$ cat src/rtl/core/wcag_pkg.sv
// ----------------------------------------------------------------------------
// Watermark credit admission gate package
// Shared payload types, configuration layout, register map and status codes.
// ----------------------------------------------------------------------------
`default_nettype none

package wcag_pkg;

   // Limit on concurrently held reservations.
   localparam int unsigned MAX_BATCHES = 128;
   localparam int unsigned BATCH_W     = 8;
   localparam int unsigned REC_HELD_W  = 15;
   localparam int unsigned BYTE_HELD_W = 23;

   // Configuration port geometry.
   localparam int unsigned CSR_ADDR_W = 5;
   localparam int unsigned CSR_DATA_W = 32;
   localparam int unsigned REG_IDX_W  = 3;

   // Register indexes.
   localparam logic [REG_IDX_W-1:0] REG_HIGH_RECORDS      = 3'd0;
   localparam logic [REG_IDX_W-1:0] REG_HIGH_BYTES        = 3'd1;
   localparam logic [REG_IDX_W-1:0] REG_HIGH_AGE_SECONDS  = 3'd2;
   localparam logic [REG_IDX_W-1:0] REG_LOW_RECORDS       = 3'd3;
   localparam logic [REG_IDX_W-1:0] REG_LOW_BYTES         = 3'd4;
   localparam logic [REG_IDX_W-1:0] REG_LOW_AGE_SECONDS   = 3'd5;
   localparam logic [REG_IDX_W-1:0] REG_RECORDS_PER_BATCH = 3'd6;
   localparam logic [REG_IDX_W-1:0] REG_BYTES_PER_BATCH   = 3'd7;

   // Action codes.
   localparam logic [1:0] ACTION_UPDATE  = 2'd0;
   localparam logic [1:0] ACTION_RESERVE = 2'd1;
   localparam logic [1:0] ACTION_RELEASE = 2'd2;

   // Status codes.
   localparam logic [2:0] STATUS_DONE        = 3'd0;
   localparam logic [2:0] STATUS_RESERVED    = 3'd1;
   localparam logic [2:0] STATUS_UNHEALTHY   = 3'd2;
   localparam logic [2:0] STATUS_HIGH_MARK   = 3'd3;
   localparam logic [2:0] STATUS_EXHAUSTED   = 3'd4;
   localparam logic [2:0] STATUS_NO_RESERVED = 3'd5;

   typedef struct packed {
      logic [1:0]  action;
      logic [23:0] backlog_records;
      logic [31:0] backlog_bytes;
      logic [19:0] oldest_age_seconds;
      logic        storage_healthy;
   } req_type;

   typedef struct packed {
      logic [2:0]             status;
      logic                   blocked;
      logic [BATCH_W-1:0]     batches_held;
      logic [REC_HELD_W-1:0]  records_held;
      logic [BYTE_HELD_W-1:0] bytes_held;
   } rsp_type;

   typedef struct packed {
      logic [23:0] high_records;
      logic [31:0] high_bytes;
      logic [19:0] high_age_seconds;
      logic [23:0] low_records;
      logic [31:0] low_bytes;
      logic [19:0] low_age_seconds;
      logic [7:0]  records_per_batch;
      logic [15:0] bytes_per_batch;
   } cfg_type;

   localparam cfg_type CFG_RESET = '{
      high_records:      24'd5000,
      high_bytes:        32'h0400_0000,
      high_age_seconds:  20'd900,
      low_records:       24'd4000,
      low_bytes:         32'h0300_0000,
      low_age_seconds:   20'd600,
      records_per_batch: 8'd11,
      bytes_per_batch:   16'd2378
   };

endpackage

`default_nettype wire

$ cat src/rtl/core/wcag_csr.sv
// ----------------------------------------------------------------------------
// Configuration register file
// APB-style register bank holding the watermarks and per-batch sizes.
// ----------------------------------------------------------------------------
`default_nettype none

module wcag_csr (
   input  wire logic                             clock,
   input  wire logic                             reset,
   input  wire logic                             csr_psel,
   input  wire logic                             csr_penable,
   input  wire logic                             csr_pwrite,
   input  wire logic [wcag_pkg::CSR_ADDR_W-1:0]  csr_paddr,
   input  wire logic [wcag_pkg::CSR_DATA_W-1:0]  csr_pwdata,
   output logic      [wcag_pkg::CSR_DATA_W-1:0]  csr_prdata,
   output logic                                  csr_pready,
   output wcag_pkg::cfg_type                     cfg
);

   wcag_pkg::cfg_type                 cfg_ff;
   wcag_pkg::cfg_type                 cfg_in;
   logic [wcag_pkg::REG_IDX_W-1:0]    reg_idx;
   logic                              wr_en;

   assign reg_idx    = csr_paddr[wcag_pkg::CSR_ADDR_W-1:2];
   assign wr_en      = csr_psel && csr_penable && csr_pwrite;
   assign csr_pready = 1'b1;
   assign cfg        = cfg_ff;

   always_comb begin
      cfg_in = cfg_ff;
      if (wr_en) begin
         unique case (reg_idx)
            wcag_pkg::REG_HIGH_RECORDS:      cfg_in.high_records = csr_pwdata[23:0];
            wcag_pkg::REG_HIGH_BYTES:        cfg_in.high_bytes = csr_pwdata;
            wcag_pkg::REG_HIGH_AGE_SECONDS:  cfg_in.high_age_seconds = csr_pwdata[19:0];
            wcag_pkg::REG_LOW_RECORDS:       cfg_in.low_records = csr_pwdata[23:0];
            wcag_pkg::REG_LOW_BYTES:         cfg_in.low_bytes = csr_pwdata;
            wcag_pkg::REG_LOW_AGE_SECONDS:   cfg_in.low_age_seconds = csr_pwdata[19:0];
            wcag_pkg::REG_RECORDS_PER_BATCH: cfg_in.records_per_batch = csr_pwdata[7:0];
            wcag_pkg::REG_BYTES_PER_BATCH:   cfg_in.bytes_per_batch = csr_pwdata[15:0];
         endcase
      end
   end

   always_comb begin
      unique case (reg_idx)
         wcag_pkg::REG_HIGH_RECORDS:      csr_prdata = {8'd0, cfg_ff.high_records};
         wcag_pkg::REG_HIGH_BYTES:        csr_prdata = cfg_ff.high_bytes;
         wcag_pkg::REG_HIGH_AGE_SECONDS:  csr_prdata = {12'd0, cfg_ff.high_age_seconds};
         wcag_pkg::REG_LOW_RECORDS:       csr_prdata = {8'd0, cfg_ff.low_records};
         wcag_pkg::REG_LOW_BYTES:         csr_prdata = cfg_ff.low_bytes;
         wcag_pkg::REG_LOW_AGE_SECONDS:   csr_prdata = {12'd0, cfg_ff.low_age_seconds};
         wcag_pkg::REG_RECORDS_PER_BATCH: csr_prdata = {24'd0, cfg_ff.records_per_batch};
         wcag_pkg::REG_BYTES_PER_BATCH:   csr_prdata = {16'd0, cfg_ff.bytes_per_batch};
      endcase
   end

   always_ff @(posedge clock) begin
      if (reset) begin
         cfg_ff <= wcag_pkg::CFG_RESET;
      end else begin
         cfg_ff <= cfg_in;
      end
   end

endmodule

`default_nettype wire

$ cat src/rtl/core/wcag_step.sv
// ----------------------------------------------------------------------------
// Admission step
// Holds the backlog snapshot, blocking flag and reservation counters, and
// evaluates one transaction against them.
// ----------------------------------------------------------------------------
`default_nettype none

module wcag_step (
   input  wire logic              clock,
   input  wire logic              reset,
   input  wire wcag_pkg::cfg_type cfg,
   input  wire logic              item_valid,
   input  wire wcag_pkg::req_type item,
   output wcag_pkg::rsp_type      result
);

   logic [23:0]                          snap_records_ff, snap_records_in;
   logic [31:0]                          snap_bytes_ff, snap_bytes_in;
   logic [19:0]                          snap_age_ff, snap_age_in;
   logic                                 snap_healthy_ff, snap_healthy_in;
   logic                                 block_flag_ff, block_flag_in;
   logic                                 seen_update_ff, seen_update_in;
   logic [wcag_pkg::BATCH_W-1:0]         held_batches_ff, held_batches_in;
   logic [wcag_pkg::REC_HELD_W-1:0]      held_records_ff, held_records_in;
   logic [wcag_pkg::BYTE_HELD_W-1:0]     held_bytes_ff, held_bytes_in;

   logic                                 over_high;
   logic                                 under_low;
   logic [25:0]                          rec_total;
   logic [33:0]                          byte_total;
   logic                                 exhausted;
   logic [wcag_pkg::REC_HELD_W:0]        rec_sum;
   logic [wcag_pkg::BYTE_HELD_W:0]       byte_sum;
   logic [wcag_pkg::REC_HELD_W-1:0]      rec_per;
   logic [wcag_pkg::BYTE_HELD_W-1:0]     byte_per;
   logic [2:0]                           status;

   assign rec_per  = wcag_pkg::REC_HELD_W'(cfg.records_per_batch);
   assign byte_per = wcag_pkg::BYTE_HELD_W'(cfg.bytes_per_batch);

   // Age only matters when there are records pending.
   assign over_high = (item.backlog_records >= cfg.high_records) ||
                      (item.backlog_bytes >= cfg.high_bytes) ||
                      ((item.backlog_records != 24'd0) &&
                       (item.oldest_age_seconds >= cfg.high_age_seconds));
   assign under_low = (item.backlog_records <= cfg.low_records) &&
                      (item.backlog_bytes <= cfg.low_bytes) &&
                      ((item.backlog_records == 24'd0) ||
                       (item.oldest_age_seconds < cfg.low_age_seconds));

   assign rec_total  = 26'(snap_records_ff) + 26'(held_records_ff) +
                       26'(cfg.records_per_batch);
   assign byte_total = 34'(snap_bytes_ff) + 34'(held_bytes_ff) +
                       34'(cfg.bytes_per_batch);
   assign exhausted  = (held_batches_ff >= wcag_pkg::BATCH_W'(wcag_pkg::MAX_BATCHES)) ||
                       (rec_total > 26'(cfg.high_records)) ||
                       (byte_total > 34'(cfg.high_bytes));

   assign rec_sum  = {1'b0, held_records_ff} + {1'b0, rec_per};
   assign byte_sum = {1'b0, held_bytes_ff} + {1'b0, byte_per};

   always_comb begin
      snap_records_in = snap_records_ff;
      snap_bytes_in   = snap_bytes_ff;
      snap_age_in     = snap_age_ff;
      snap_healthy_in = snap_healthy_ff;
      block_flag_in   = block_flag_ff;
      seen_update_in  = seen_update_ff;
      held_batches_in = held_batches_ff;
      held_records_in = held_records_ff;
      held_bytes_in   = held_bytes_ff;
      status          = wcag_pkg::STATUS_DONE;

      priority if (item.action == wcag_pkg::ACTION_UPDATE) begin
         snap_records_in = item.backlog_records;
         snap_bytes_in   = item.backlog_bytes;
         snap_age_in     = item.oldest_age_seconds;
         snap_healthy_in = item.storage_healthy;
         // The first update sets blocking directly; later ones use hysteresis.
         if (!seen_update_ff) begin
            seen_update_in = 1'b1;
            block_flag_in  = !item.storage_healthy || over_high;
         end else if (!item.storage_healthy) begin
            block_flag_in = 1'b1;
         end else if (block_flag_ff) begin
            block_flag_in = !under_low;
         end else if (over_high) begin
            block_flag_in = 1'b1;
         end
      end else if (item.action == wcag_pkg::ACTION_RESERVE) begin
         if (!snap_healthy_ff) begin
            status = wcag_pkg::STATUS_UNHEALTHY;
         end else if (block_flag_ff) begin
            status = wcag_pkg::STATUS_HIGH_MARK;
         end else if (exhausted) begin
            status = wcag_pkg::STATUS_EXHAUSTED;
         end else begin
            status          = wcag_pkg::STATUS_RESERVED;
            held_batches_in = held_batches_ff + 1'b1;
            held_records_in = rec_sum[wcag_pkg::REC_HELD_W] ? '1 :
                              rec_sum[wcag_pkg::REC_HELD_W-1:0];
            held_bytes_in   = byte_sum[wcag_pkg::BYTE_HELD_W] ? '1 :
                              byte_sum[wcag_pkg::BYTE_HELD_W-1:0];
         end
      end else if (item.action == wcag_pkg::ACTION_RELEASE) begin
         if (held_batches_ff == '0) begin
            status = wcag_pkg::STATUS_NO_RESERVED;
         end else begin
            // The per-batch size may have changed since the grant, so floor at zero.
            held_batches_in = held_batches_ff - 1'b1;
            held_records_in = (held_records_ff > rec_per) ?
                              held_records_ff - rec_per : '0;
            held_bytes_in   = (held_bytes_ff > byte_per) ?
                              held_bytes_ff - byte_per : '0;
         end
      end else begin
         status = wcag_pkg::STATUS_DONE;
      end
   end

   assign result.status       = status;
   assign result.blocked      = block_flag_in;
   assign result.batches_held = held_batches_in;
   assign result.records_held = held_records_in;
   assign result.bytes_held   = held_bytes_in;

   always_ff @(posedge clock) begin
      if (reset) begin
         snap_records_ff <= '0;
         snap_bytes_ff   <= '0;
         snap_age_ff     <= '0;
         snap_healthy_ff <= 1'b0;
         block_flag_ff   <= 1'b1;
         seen_update_ff  <= 1'b0;
         held_batches_ff <= '0;
         held_records_ff <= '0;
         held_bytes_ff   <= '0;
      end else if (item_valid) begin
         snap_records_ff <= snap_records_in;
         snap_bytes_ff   <= snap_bytes_in;
         snap_age_ff     <= snap_age_in;
         snap_healthy_ff <= snap_healthy_in;
         block_flag_ff   <= block_flag_in;
         seen_update_ff  <= seen_update_in;
         held_batches_ff <= held_batches_in;
         held_records_ff <= held_records_in;
         held_bytes_ff   <= held_bytes_in;
      end
   end

endmodule

`default_nettype wire

$ cat src/rtl/core/watermark_credit_admission_gate.sv
// A request transaction accepted is held in the input register, and its response
// is registered in the result register once that register is free or drains.
// Throughput: one transaction per cycle while responses are taken; all work for a
// transaction is done in the single logic stage between the two registers.
// Reset (synchronous, active high) restores register defaults, clears the
// snapshot and counters, sets the gate blocked and empties both registers.
// ----------------------------------------------------------------------------
// Watermark credit admission gate
// Admission control with watermark hysteresis and reservation accounting.
// ----------------------------------------------------------------------------
`default_nettype none

module watermark_credit_admission_gate (
   input  wire logic                             clock,
   input  wire logic                             reset,
   input  wire logic                             req_valid,
   output logic                                  req_ready,
   input  wire wcag_pkg::req_type                req_data,
   output logic                                  rsp_valid,
   input  wire logic                             rsp_ready,
   output wcag_pkg::rsp_type                     rsp_data,
   input  wire logic                             csr_psel,
   input  wire logic                             csr_penable,
   input  wire logic                             csr_pwrite,
   input  wire logic [wcag_pkg::CSR_ADDR_W-1:0]  csr_paddr,
   input  wire logic [wcag_pkg::CSR_DATA_W-1:0]  csr_pwdata,
   output logic      [wcag_pkg::CSR_DATA_W-1:0]  csr_prdata,
   output logic                                  csr_pready
);

   wcag_pkg::cfg_type  cfg;
   wcag_pkg::rsp_type  result;

   logic               in_valid_ff, in_valid_in;
   wcag_pkg::req_type  in_data_ff, in_data_in;
   logic               out_valid_ff, out_valid_in;
   wcag_pkg::rsp_type  out_data_ff, out_data_in;
   logic               advance;

   wcag_csr u_csr (
      .clock       (clock),
      .reset       (reset),
      .csr_psel    (csr_psel),
      .csr_penable (csr_penable),
      .csr_pwrite  (csr_pwrite),
      .csr_paddr   (csr_paddr),
      .csr_pwdata  (csr_pwdata),
      .csr_prdata  (csr_prdata),
      .csr_pready  (csr_pready),
      .cfg         (cfg)
   );

   wcag_step u_step (
      .clock      (clock),
      .reset      (reset),
      .cfg        (cfg),
      .item_valid (advance),
      .item       (in_data_ff),
      .result     (result)
   );

   // The held transaction moves on whenever the result register is free or drains.
   assign advance   = in_valid_ff && (!out_valid_ff || rsp_ready);
   assign req_ready = !in_valid_ff || advance;

   always_comb begin
      in_valid_in  = in_valid_ff;
      in_data_in   = in_data_ff;
      out_valid_in = out_valid_ff;
      out_data_in  = out_data_ff;
      if (advance) begin
         in_valid_in = 1'b0;
      end
      if (req_valid && req_ready) begin
         in_valid_in = 1'b1;
         in_data_in  = req_data;
      end
      if (advance) begin
         out_valid_in = 1'b1;
         out_data_in  = result;
      end else if (rsp_ready) begin
         out_valid_in = 1'b0;
      end
   end

   always_ff @(posedge clock) begin
      if (reset) begin
         in_valid_ff  <= 1'b0;
         out_valid_ff <= 1'b0;
      end else begin
         in_valid_ff  <= in_valid_in;
         out_valid_ff <= out_valid_in;
      end
      in_data_ff  <= in_data_in;
      out_data_ff <= out_data_in;
   end

   assign rsp_valid = out_valid_ff;
   assign rsp_data  = out_data_ff;

endmodule

`default_nettype wire

$ cat config.mk
export PLATFORM = sky130hd
export DESIGN_NAME = watermark_credit_admission_gate
export DESIGN_NICKNAME = d
export VERILOG_FILES = /design/src/rtl/core/wcag_pkg.sv /design/src/rtl/core/wcag_csr.sv /design/src/rtl/core/wcag_step.sv /design/src/rtl/core/watermark_credit_admission_gate.sv
export SDC_FILE = /design/constraint.sdc
export NUM_CORES = 1
export LEC_CHECK = 0
export BUFFER_PORTS_ARGS = -buffer_cell sky130_fd_sc_hd__buf_4
export CAP_MARGIN = 20
export CORE_MARGIN = 5
export CORE_UTILIZATION = 35
export DETAILED_ROUTE_END_ITERATION = 10
export PLACE_DENSITY = 0.5
export SETUP_SLACK_MARGIN = 0.1
export SYNTH_ARGS = -nofsm -noshare
export SYNTH_HDL_FRONTEND = slang
export SYNTH_HIERARCHICAL = 1
export SYNTH_SLANG_ARGS = --single-unit
$ cat constraint.sdc
create_clock -name clock -period 10.4 [get_ports clock]
set_input_delay 2.08 -clock clock [delete_from_list [all_inputs] [get_ports clock]]
set_output_delay 2.08 -clock clock [all_outputs]
set_load 0.05 [all_outputs]
==> summary.txt, run 1 <==
Run status
  • Status: completed

Final layout
  • Most common cell after layout, fill and taps aside: nand2_1
  • Post-layout nets: 3948
  • Layout area overhead: 14.1%
  • Share of cells above drive strength 1: 10.0%
  • N_diodes: 0
  • Commonest cells after routing, fill and taps aside: nand2_1 (607), a21oi_1 (366), ha_1 (310)

Worst hold path
  • Worst hold path startpoint: u_step/snap_records_ff[20]
  • HP Class: flip-flop to flip-flop
  • WHS Path Cells: 2

Timing
  • Worst-Margin Slew: 1110 ps
  • Skew final: 40.7 ps
  • RSZ-0062 raised after global routing: no
  • Final min period: 8090 ps
  • Fmax: 124 MHz
  • Setup TNS: 0 ps
  • Hold WS: 456 ps
  • Final Setup Violations: 0
  • Slew HR: 25.9%
  • Hold Vio Cnt, Final: 0
  • Slew Limit Fails: 0
  • Final period util: 77.8%

Synthesis
  • Mapped Area: 28100 um2
  • Yosys cell types: 92
  • Top area cells in the synthesized netlist: dfxtp_1 (20%), ha_1 (14%), edfxtp_1 (14%), nand2_1 (8.1%), a21oi_1 (6.5%)
  • Synth Instances: 3383
  • Synth top area share: 20.2%
  • Fraction of registers with async set/reset: 0%
  • Post-synthesis register bit count: 412
  • Syn_area_per_cell: 8.30 um2
  • Post-synthesis sequential area ratio: 34.0%
  • Post-synth EDFFs: 129
  • Biggest area consumer among synthesized cells: dfxtp_1
  • Most used DFF post-synth: dfxtp_1
  • Yosys Warn Count: 6
  • Mapped Nets: 3846

Worst setup path
  • Reg2reg start: u_step/held_bytes_ff[1]
  • Worst Path Required: 10770 ps
  • Cell Chain, Critical Path: fa_1 > ha_1 > fa_1 > a21o_1 > a21oi_1 > o21ai_0 > a31oi_1 > o311ai_0 > buf_4 > a221o_1 > o41ai_1 > nor2b_1 > o22a_1 > ha_1 > nand4_1 > nor4_1 > nand4_1 > a22oi_1 > a31oi_1 > or4_4 > a21o_1 > a222oi_1 > inv_1
  • Crit path depth: 23
  • Buf+Inv Stages, Crit Path: 2
  • R2R cell count: 23
  • Worst setup path startpoint: u_step/held_bytes_ff[1]
  • Crit path max-delay family: compound AO/OA/AOI/OAI gates
  • Startpoint Class: flip-flop
  • Worst path slowest cell: o41ai_1
  • Maximum fanout along the worst path: 35
  • Crit Path Class: flip-flop to flip-flop
  • CP endpoint kind: flip-flop
  • Max incr delay on CP: 750 ps
  • Critical path arrival: 8460 ps

Pwr
  • Worst vdd ir: 0.113 mV
  • Pwr/cell area: 134 nW/um2
  • Leakage: 0.0129 uW

CTS
  • TritonCTS Buffers: 51
  • Setup bufs post-CTS: 0
  • Longest Clk Path Bufs: 3
  • # resized after CTS: 0
  • TritonCTS clock tree: built
  • Hold-fix buffers, CTS: 0
  • H-tree levels: 2
  • Clk_lat worst skew: 630 ps
  • CTS root buf: clkbuf_16
  • Sink Count: 412
  • CTS clock-pin slew for the worst setup and hold paths: 70 ps

Place
  • GPL Wtd Cong: 0.916
  • Dpl hpwl: 77.6 mm
  • PortBufs: 204

Job
  • Max_cap viols: 0

Floorplanning
  • Chip height: 293 um
  • IO Pins: 208
  • # rows: 103
  • Starting Density: 35.4%
  • Core Area: 79300 um2
  • Die Wd: 293 um
  • Full die area: 86000 um2

Route
  • Final WL: 102 mm
  • Antenna-violating nets left: 0
  • # DRC: 0
  • Pre-Repair DR Iteration Count: 6
  • Routed wire per std cell: 22.2 um
  • Initial drt markers: 1990
  • Vias: 25000
  • DR vias/cell: 5.45

Global route
  • Overflow after GRT: 0
  • Number of antenna violations at the first check in global routing: 0
  • First-pass GRT wire length: 152 mm
  • GRT Util Overall: 22.8%
  • Largest net degree at the start of global routing: 196
  • Vias in the first global route: 23900
[per-stage QoR]
| step | utilization [%] | power [uW] | std cells | setup slack (ps) | instance area (um2) |
|---|---|---|---|---|---|
| finish | 40.4 | 4280 | 4576 | 2310 | 32000 |
| global route | 40.4 | 4450 | 4576 | 1710 | 32000 |
| floorplan | - | 2250 | 3383 | 3920 | 28100 |
| CTS | 40.4 | 4320 | 4576 | 2330 | 32000 |
| global placement | 38.3 | 2510 | 4482 | 2450 | 30300 |
| detailed placement | 38.3 | 2510 | 4482 | 2370 | 30300 |
[layout make-up]
cell class | count | area [um2]
clock buffers | 72 | 1470
clock inverters | 22 | 229
fillers | 8180 | 47200
inverters | 246 | 923
multi-input cells | 2545 | 16800
flip-flops and latches | 412 | 9540
well taps | 1050 | 1310
repair buffers | 229 | 1740
[where the power goes]
group	switching, uW	internal (uW)	total [uW]
Sequential	71.9	1720	1790
Clock	763	1040	1800
Combinational	439	250	690
Total	1270	3000	4280
[state kept, by name, summed over array words and instances (netlist names)]
register,cells
u_step/held_bytes_ff,23
u_step/held_records_ff,15
u_step/snap_healthy_ff,1
u_step/seen_update_ff,1
u_step/block_flag_ff,1
rsp_data,50
rsp_valid,1
u_csr/cfg,176
u_step/snap_bytes_ff,32
in_data_ff,79
in_valid_ff,1
u_step/snap_records_ff,24
u_step/held_batches_ff,8
[kinds of logic after synthesis]
| kind of cell | count (synthesis) | synth area share, % |
|---|---|---|
| AND/OR/NAND/NOR | 1171 | 19.0 |
| AO/OA/AOI/OAI | 906 | 20.4 |
| flip-flops | 412 | 34.0 |
| XOR/XNOR | 86 | 2.68 |
| other | 1 | 0.0134 |
| multiplexers | 41 | 1.73 |
| adder cells (fa/ha/maj) | 340 | 16.0 |
| buffers and inverters | 426 | 6.22 |
[routing by layer]
metal / vias to the layer above / track usage [%] / routed length (um)
li1: 12200 / - / -
met1: 11800 / 32.2 / 47000
met2: 786 / 35.8 / 44900
met3: 155 / 2.76 / 5510
met4: 0 / 8.93 / 4390
met5: - / 0 / 0
[worst reg2reg max path: stages (launching register included)]
cell and delay (ps):
dfxtp_1 500, fa_1 480, ha_1 250, fa_1 420, a21o_1 200, a21oi_1 220, o21ai_0 220, a31oi_1 380
o311ai_0 190, buf_4 180, a221o_1 330, o41ai_1 750, nor2b_1 100, o22a_1 210, ha_1 300, nand4_1 110
nor4_1 600, nand4_1 170, a22oi_1 210, a31oi_1 120, or4_4 700, a21o_1 530, a222oi_1 580, inv_1 80
[path summary, 6_finish.rpt]
path	endpoint	slack [ps]
worst max register to register	rsp_data[13]	2310
worst max-delay path	rsp_data[13]	2310
worst min-delay path	u_step/snap_records_ff[20]	460
worst min register to register	u_step/snap_records_ff[20]	460
[Yosys cell counts, drive strengths merged, types with 35 or more instances]
| master | number |
|---|---|
| o21ai | 138 |
| xnor2 | 60 |
| nor3 | 60 |
| buf | 69 |
| a211oi | 35 |
| a21o | 65 |
| dfxtp | 283 |
| nor2 | 204 |
| clkbuf | 111 |
| ha | 310 |
| nand4 | 54 |
| a21oi | 367 |
| nand3 | 43 |
| edfxtp | 129 |
| nand2 | 609 |
| mux2i | 35 |
| inv | 245 |
(Power assumes the default switching activity.)
==> inputs of run 2 (changes only) <==
- ABC_AREA: not set -> 1
- clock period: 10.4 -> 8.1 ns (I/O delays scaled with it)
==> run 2 against run 1 <==
Compared with the run above: die area is 0.23% higher; fmax is 26% higher; flip-flop and latch count stayed put; setup slack worse by 650 ps; count of clock-buffer cells in the layout is 2 lower; critical path depth is 9 higher; cell count is 8.6% higher; sequential share of layout area hardly changed; critical endpoint is now rsp_data[8].
==> summary.txt, run 2 <==
Timing
  • Worst-Margin Slew: 1170 ps (+59.8 ps)
  • Final period util: 79.5% (+1.7 points)
  • Final min period: 6440 ps (-1650 ps)
  • Fmax: 155 MHz (+26%)
  • Hold Vio Cnt, Final: 0 (unchanged)
  • Final Setup Violations: 0 (unchanged)
  • Slew Limit Fails: 0 (unchanged)
  • RSZ-0062 raised after global routing: no
  • Skew final: 21.6 ps (-19.1 ps)
  • Setup ws final: 1660 ps (-652 ps)
  • Setup TNS: 0 ps (unchanged)
  • Slew HR: 21.3% (-4.6 points)

Worst setup path
  • R2R cell count: 32 (+39%)
  • Critical path arrival: 6810 ps (-1650 ps)
  • Worst Path Required: 8470 ps (-2300 ps)
  • R2r setup slk: 1660 ps (-650 ps)
  • Max incr delay on CP: 700 ps (-50 ps)
  • CP endpoint kind: flip-flop
  • Critical path endpoint: rsp_data[8]
  • Reg2reg end: rsp_data[8]
  • Reg2reg start: u_step/held_records_ff[1]
  • Most Frequent Cell on Critical Path: nand2_1
  • Crit Path Class: flip-flop to flip-flop
  • Worst setup path startpoint: u_step/held_records_ff[1]
  • Worst path slowest cell: nand4_1
  • Startpoint Class: flip-flop
  • Maximum fanout along the worst path: 15 (-57%)

Worst hold path
  • Worst hold path startpoint: u_step/seen_update_ff
  • HP Class: flip-flop to flip-flop

Final layout
  • Largest register FFs: 176 (unchanged)
  • Final Core Density: 39.9% (-0.45 points)
  • Layout area overhead: 13.8%
  • Commonest cells after routing, fill and taps aside: nor2_1 (613), nand2_1 (555), inv_1 (452)
  • Post-layout nets: 4331 (+9.7%)
  • Share of cells above drive strength 1: 9.49% (-0.53 points)
  • Final Non-Filler Cells: 4971 (+8.6%)
  • Most common cell after layout, fill and taps aside: nor2_1
  • N_diodes: 0 (unchanged)

Route
  • Initial drt markers: 2050 (+3.0%)
  • Antenna-violating nets left: 0 (unchanged)
  • DR vias/cell: 5.15 (-5.6%)
  • Final WL: 101 mm (-1.1%)
  • Vias: 25600 (+2.5%)
  • # DRC: 0 (unchanged)
  • Routed wire per std cell: 20.2 um (-9.0%)
  • Pre-Repair DR Iteration Count: 5 (-1)

Synthesis
  • Yosys cell types: 61 (-34%)
  • Most frequent cells after synthesis: nor2_1 (615), nand2_1 (555), inv_1 (455), ha_1 (310), o21ai_0 (298)
  • Mapped Nets: 4219 (+9.7%)
  • Most used DFF post-synth: dfxtp_1
  • Most frequent cell after synthesis: nor2_1
  • Syn_area_per_cell: 7.49 um2 (-9.7%)
  • Top area cells in the synthesized netlist: dfxtp_1 (20%), ha_1 (14%), edfxtp_1 (14%), nor2_1 (8.2%), nand2_1 (7.4%)
  • Synth Instances: 3756 (+11%)
  • Post-synthesis register bit count: 412 (unchanged)
  • Post-synth EDFFs: 129 (unchanged)
  • Biggest area consumer among synthesized cells: dfxtp_1
  • Fraction of registers with async set/reset: 0% (unchanged)
  • Mapped Area: 28100 um2 (+0.24%)
  • Synth top area share: 20.1% (-0.048 points)
  • Post-synthesis sequential area ratio: 33.9% (-0.082 points)
  • Yosys Warn Count: 6 (unchanged)

Floorplanning
  • Starting Density: 35.1% (-0.31 points)
  • Core Area: 80200 um2 (+1.1%)
  • Full die area: 86200 um2 (+0.23%)
  • # rows: 104 (+0.97%)
  • IO Pins: 208 (unchanged)
  • Chip height: 294 um (+0.12%)
  • Die Wd: 294 um (+0.12%)

Place
  • GPL Wtd Cong: 0.947 (+3.4%)
  • Post-Place Cells: 4875 (+8.8%)
  • Pre-CTS WS: 1590 ps (-781 ps)
  • Dpl hpwl: 75.6 mm (-2.6%)
  • PortBufs: 204 (unchanged)

Job
  • Max_cap viols: 0 (unchanged)

Global route
  • Vias in the first global route: 24400 (+1.9%)
  • Overflow after GRT: 0 (unchanged)
  • Number of antenna violations at the first check in global routing: 2 (+2)
  • GRT Util Overall: 22.6% (-0.20 points)
  • First-pass GRT wire length: 151 mm (-0.35%)
  • Largest net degree at the start of global routing: 101 (-48%)

CTS
  • Sink Count: 412 (unchanged)
  • CTS root buf: clkbuf_16
  • Hold-fix buffers, CTS: 0 (unchanged)
  • H-tree levels: 2 (unchanged)
  • CTS clock-pin slew for the worst setup and hold paths: 60 ps (about the same)
  • Clk_lat worst skew: 620 ps (about the same)
  • TritonCTS Buffers: 51 (unchanged)
  • # resized after CTS: 0 (unchanged)
  • Longest Clk Path Bufs: 3 (unchanged)
  • TritonCTS clock tree: built
  • Setup bufs post-CTS: 0 (unchanged)

Pwr
  • Leakage: 0.0149 uW (+15%)
  • Worst vdd ir: 0.147 mV (+30%)
  • Pwr/cell area: 180 nW/um2 (+35%)

Run status
  • Status: completed
==> run 2: final cells by class <==
type                            count  area [um2]
Inverter                          470        1770
Multi-Input combinational cell   2714       16000
Fill cell                        8483       48100
Timing Repair Buffer              219        1640
Clock buffer                       70        1480
Clock inverter                     26         283
Sequential cell                   412        9540
Tap cell                         1060        1330
==> run 2: report_power, final <==
part / internal (uW) / switching, uW / total, uW
Sequential: 2220 / 111 / 2340
Combinational: 347 / 677 / 1020
Clock: 1410 / 993 / 2410
Total: 3980 / 1780 / 5770
==> run 2: per-stage QoR <==
step | power (uW) | area, um2 | hold WS [ps]
after global placement | 3400 | 30300 | 459
after global routing | 6040 | 32000 | 503
final | 5770 | 32000 | 482
after floorplan | 3040 | 28100 | 440
after CTS | 5830 | 32000 | 479
after detailed placement | 3400 | 30300 | 465
==> run 2: how the worst min path moves through the flow <==
stage,endpoint,slack [ps],depth (start not counted)
2_1_floorplan,u_step/seen_update_ff,440,2
3_3_place_gp,u_step/seen_update_ff,460,2
3_5_place_dp,u_step/seen_update_ff,460,2
4_1_cts,u_step/seen_update_ff,480,2
5_1_grt,u_step/seen_update_ff,500,2
6_report,u_step/seen_update_ff,480,2
==> run 2: metal layers <==
layer	global-route usage, %	routed length (um)	vias to the layer above
met5	0	20	-
met4	6.92	3140	2
met3	2.88	5690	155
met2	36.6	45700	799
met1	31.6	46100	11900
li1	-	-	12700
==> run 2: cell families (layout without fill, tap and decap cells) <==
logic type	count (synthesis)	count (layout)	synth area share [%]
and+or+nand+nor	1508	1508	22.9
AOI/OAI and AO/OA	768	768	14.8
buffers and inverters	630	785	9.38
DFF	412	412	33.9
adders and majority gates	340	340	15.9
xor gates and xnor gates	97	97	3.02
other	1	1	0.0133
==> run 2: critical path, delay by kind of cell (launching register included) <==
family | cells | cell delay (ps)
AO/OA/AOI/OAI | 11 | 1970
adder cells (fa/ha/maj) | 4 | 1370
buffers and inverters | 5 | 730
AND/OR/NAND/NOR | 11 | 1550
XOR/XNOR | 1 | 170
flip-flops | 1 | 400
==> inputs of run 3 (changes only) <==
- ABC_AREA: 1 -> 0
- PLACE_DENSITY: 0.5 -> 0.52
- clock period: 8.1 -> 5.2 ns (I/O delays scaled with it)
==> run 3 against run 2 <==
Compared with the run above: the run now ends with negative setup slack left; clock skew increased by 22 ps; count of clock-buffer cells in the layout rose by 4; first-iteration DRC count grew 0.15%; sequential power increased by 52%; critical path type unchanged; largest power group unchanged; highest routed layer is now met4.
==> summary.txt, run 3 (same netlist as run 1, synthesis figures left out) <==
Final layout
  • Share of cells above drive strength 1: 18.4% (+8.9 points)
  • Post-Layout Inst Area: 34600 um2 (+8.2%)
  • Commonest cells after routing, fill and taps aside: nand2_1 (602), buf_4 (433), a21oi_1 (357)
  • Largest register FFs: 176 (unchanged)
  • Post-layout nets: 4183 (-3.4%)
  • N_diodes: 0 (unchanged)
  • Most common cell after layout, fill and taps aside: nand2_1
  • Layout area overhead: 23.4%

Job
  • Max_cap viols: 0 (unchanged)

CTS
  • Hold-fix buffers, CTS: 0 (unchanged)
  • H-tree levels: 2 (unchanged)
  • Sink Count: 412 (unchanged)
  • CTS root buf: clkbuf_16
  • TritonCTS Buffers: 51 (unchanged)
  • CTS clock-pin slew for the worst setup and hold paths: 60 ps (about the same)
  • Longest Clk Path Bufs: 3 (unchanged)
  • TritonCTS clock tree: built
  • Clk_lat worst skew: 640 ps (+20 ps)

Pwr
  • Pwr/cell area: 253 nW/um2 (+40%)
  • Worst vdd ir: 0.302 mV (+110%)
  • Leakage: 0.0143 uW (-3.9%)

Route
  • Final WL: 110 mm (+8.9%)
  • DR top layer: met4
  • Pre-Repair DR Iteration Count: 6 (+1)
  • WL met1: 49.7 mm (+8.0%)
  • Initial drt markers: 2053 (+0.15%)
  • # DRC: 0 (unchanged)
  • DR vias/cell: 5.49 (+6.7%)
  • Routed wire per std cell: 22.8 um (+12%)
  • Met3 routed WL: 6.12 mm (+7.6%)
  • Vias: 26400 (+3.3%)
  • Routed wl met2: 49.4 mm (+8.0%)
  • Antenna-violating nets left: 0 (unchanged)

Floorplanning
  • Chip height: 293 um (-0.12%)
  • Full die area: 86000 um2 (-0.23%)
  • IO Pins: 208 (unchanged)
  • Die Wd: 293 um (-0.12%)
  • # rows: 103 (-0.96%)
  • Core Area: 79300 um2 (-1.1%)
  • Starting Density: 35.4% (+0.31 points)

Worst setup path
  • Critical path arrival: 6370 ps (-440 ps)
  • Worst Path Required: 5680 ps (-2790 ps)
  • Maximum fanout along the worst path: 14 (-1)
  • R2r setup slk: -700 ps (-2350 ps)
  • Startpoint Class: flip-flop
  • Crit Path Class: flip-flop to flip-flop
  • CP endpoint kind: flip-flop

Global route
  • Vias in the first global route: 25200 (+3.4%)
  • Number of antenna violations at the first check in global routing: 0 (-2)
  • GRT Util Overall: 24.4% (+1.8 points)
  • Overflow after GRT: 0 (unchanged)
  • Largest net degree at the start of global routing: 80 (-21%)
  • First-pass GRT wire length: 162 mm (+7.1%)

Timing
  • Final min period: 5900 ps (-545 ps)
  • Slew Limit Fails: 0 (unchanged)
  • Setup ws final: -697 ps (-2350 ps)
  • Skew final: 43.8 ps (+22.2 ps)
  • Final period util: 113% (+34 points)
  • Final Setup Violations: 94 (+94)
  • Setup TNS: -51030 ps (-51030 ps)
  • RSZ-0062 raised after global routing: yes
  • Fmax: 170 MHz (+9.2%)
  • Slew HR: 14.2% (-7.1 points)
  • Worst-Margin Slew: 1270 ps (+103 ps)
  • Hold Vio Cnt, Final: 0 (unchanged)
  • Hold WS: 461 ps (-20.6 ps)

Place
  • GPL Wtd Cong: 0.940 (-0.81%)
  • Placed inst area: 32000 um2 (+5.7%)
  • Pre-CTS WS: -1110 ps (-2700 ps)
  • PortBufs: 204 (unchanged)
  • Dpl hpwl: 83.4 mm (+10%)

Worst hold path
  • HP Class: flip-flop to flip-flop

Run status
  • Status: complete, but fails checks
  • Failing checks: negative setup slack
-- run 3: cell types whose count changed in the layout (fill, tap and decap cells not counted), moves of 98 or more --
cell | before | now
nor2_1 | 613 | 192
buf_4 | 219 | 433
inv_1 | 452 | 242
o21ai_0 | 298 | 114
a21oi_1 | 253 | 357
nand3_1 | 139 | 41
-- run 3: metal layers --
layer,up-vias,track usage (%)
li1,12700,-
met1,12600,34.2
met2,950,39.4
met3,157,2.61
met4,0,8.32
met5,-,0
-- run 3: report_power, final --
part	switching, uW	leakage, uW	internal (uW)
registers	131	0.00354	3430
clock network	1540	0.000804	2040
logic	985	0.00995	623
total	2660	0.0143	6100
-- run 3: final timing paths --
check | from | endpoint | cells past startpoint
worst max register to register | u_step/held_records_ff[1] | u_step/held_records_ff[11] | 26
worst max-delay path | u_step/held_records_ff[1] | u_step/held_records_ff[11] | 26
worst min register to register | u_step/snap_records_ff[15] | u_step/snap_records_ff[15] | 2
worst min-delay path | u_step/snap_records_ff[15] | u_step/snap_records_ff[15] | 2
-- run 3: area by class of cell --
class / count / area (um2)
clock buffer: 74 / 1440
clock inverter: 21 / 216
fill: 8018 / 44600
inverter: 246 / 923
multi-input combinational: 2546 / 17500
sequential: 412 / 9550
tap: 1050 / 1310
timing repair buffer: 463 / 3660
-- run 3: worst max-delay path, cell delays in order (launching register included) --
cell	delay [ps]
dfxtp_2	330
fa_1	540
ha_2	190
inv_2	40
fa_2	360
nor2b_2	130
o21ai_2	80
a21boi_2	170
o21ai_2	80
a21o_1	200
a2111oi_2	340
buf_4	180
o311ai_4	110
a21oi_2	180
xor2_1	170
ha_1	260
a211o_1	260
o211ai_1	110
a21oi_2	140
a221oi_2	290
a31oi_2	170
or4_4	470
buf_6	190
buf_6	180
or4_1	390
nand3_1	90
a31oi_1	70
-- run 3: per-stage QoR --
stage / instances / util [%] / power, uW
2_1_floorplan: 3383 / - / 4510
3_5_place_dp: 4689 / 40.3 / 5140
5_1_grt: 4812 / 43.7 / 9100
3_3_place_gp: 4689 / 40.3 / 5140
4_1_cts: 4799 / 43.2 / 8800
6_report: 4812 / 43.7 / 8750
-- run 3: what timing repair did --
action,in CTS,in global routing
cloned,3,0
endpoints found under the setup margin,94,94
resized for setup,102,67
pin swaps,55,56
setup buffers,13,13
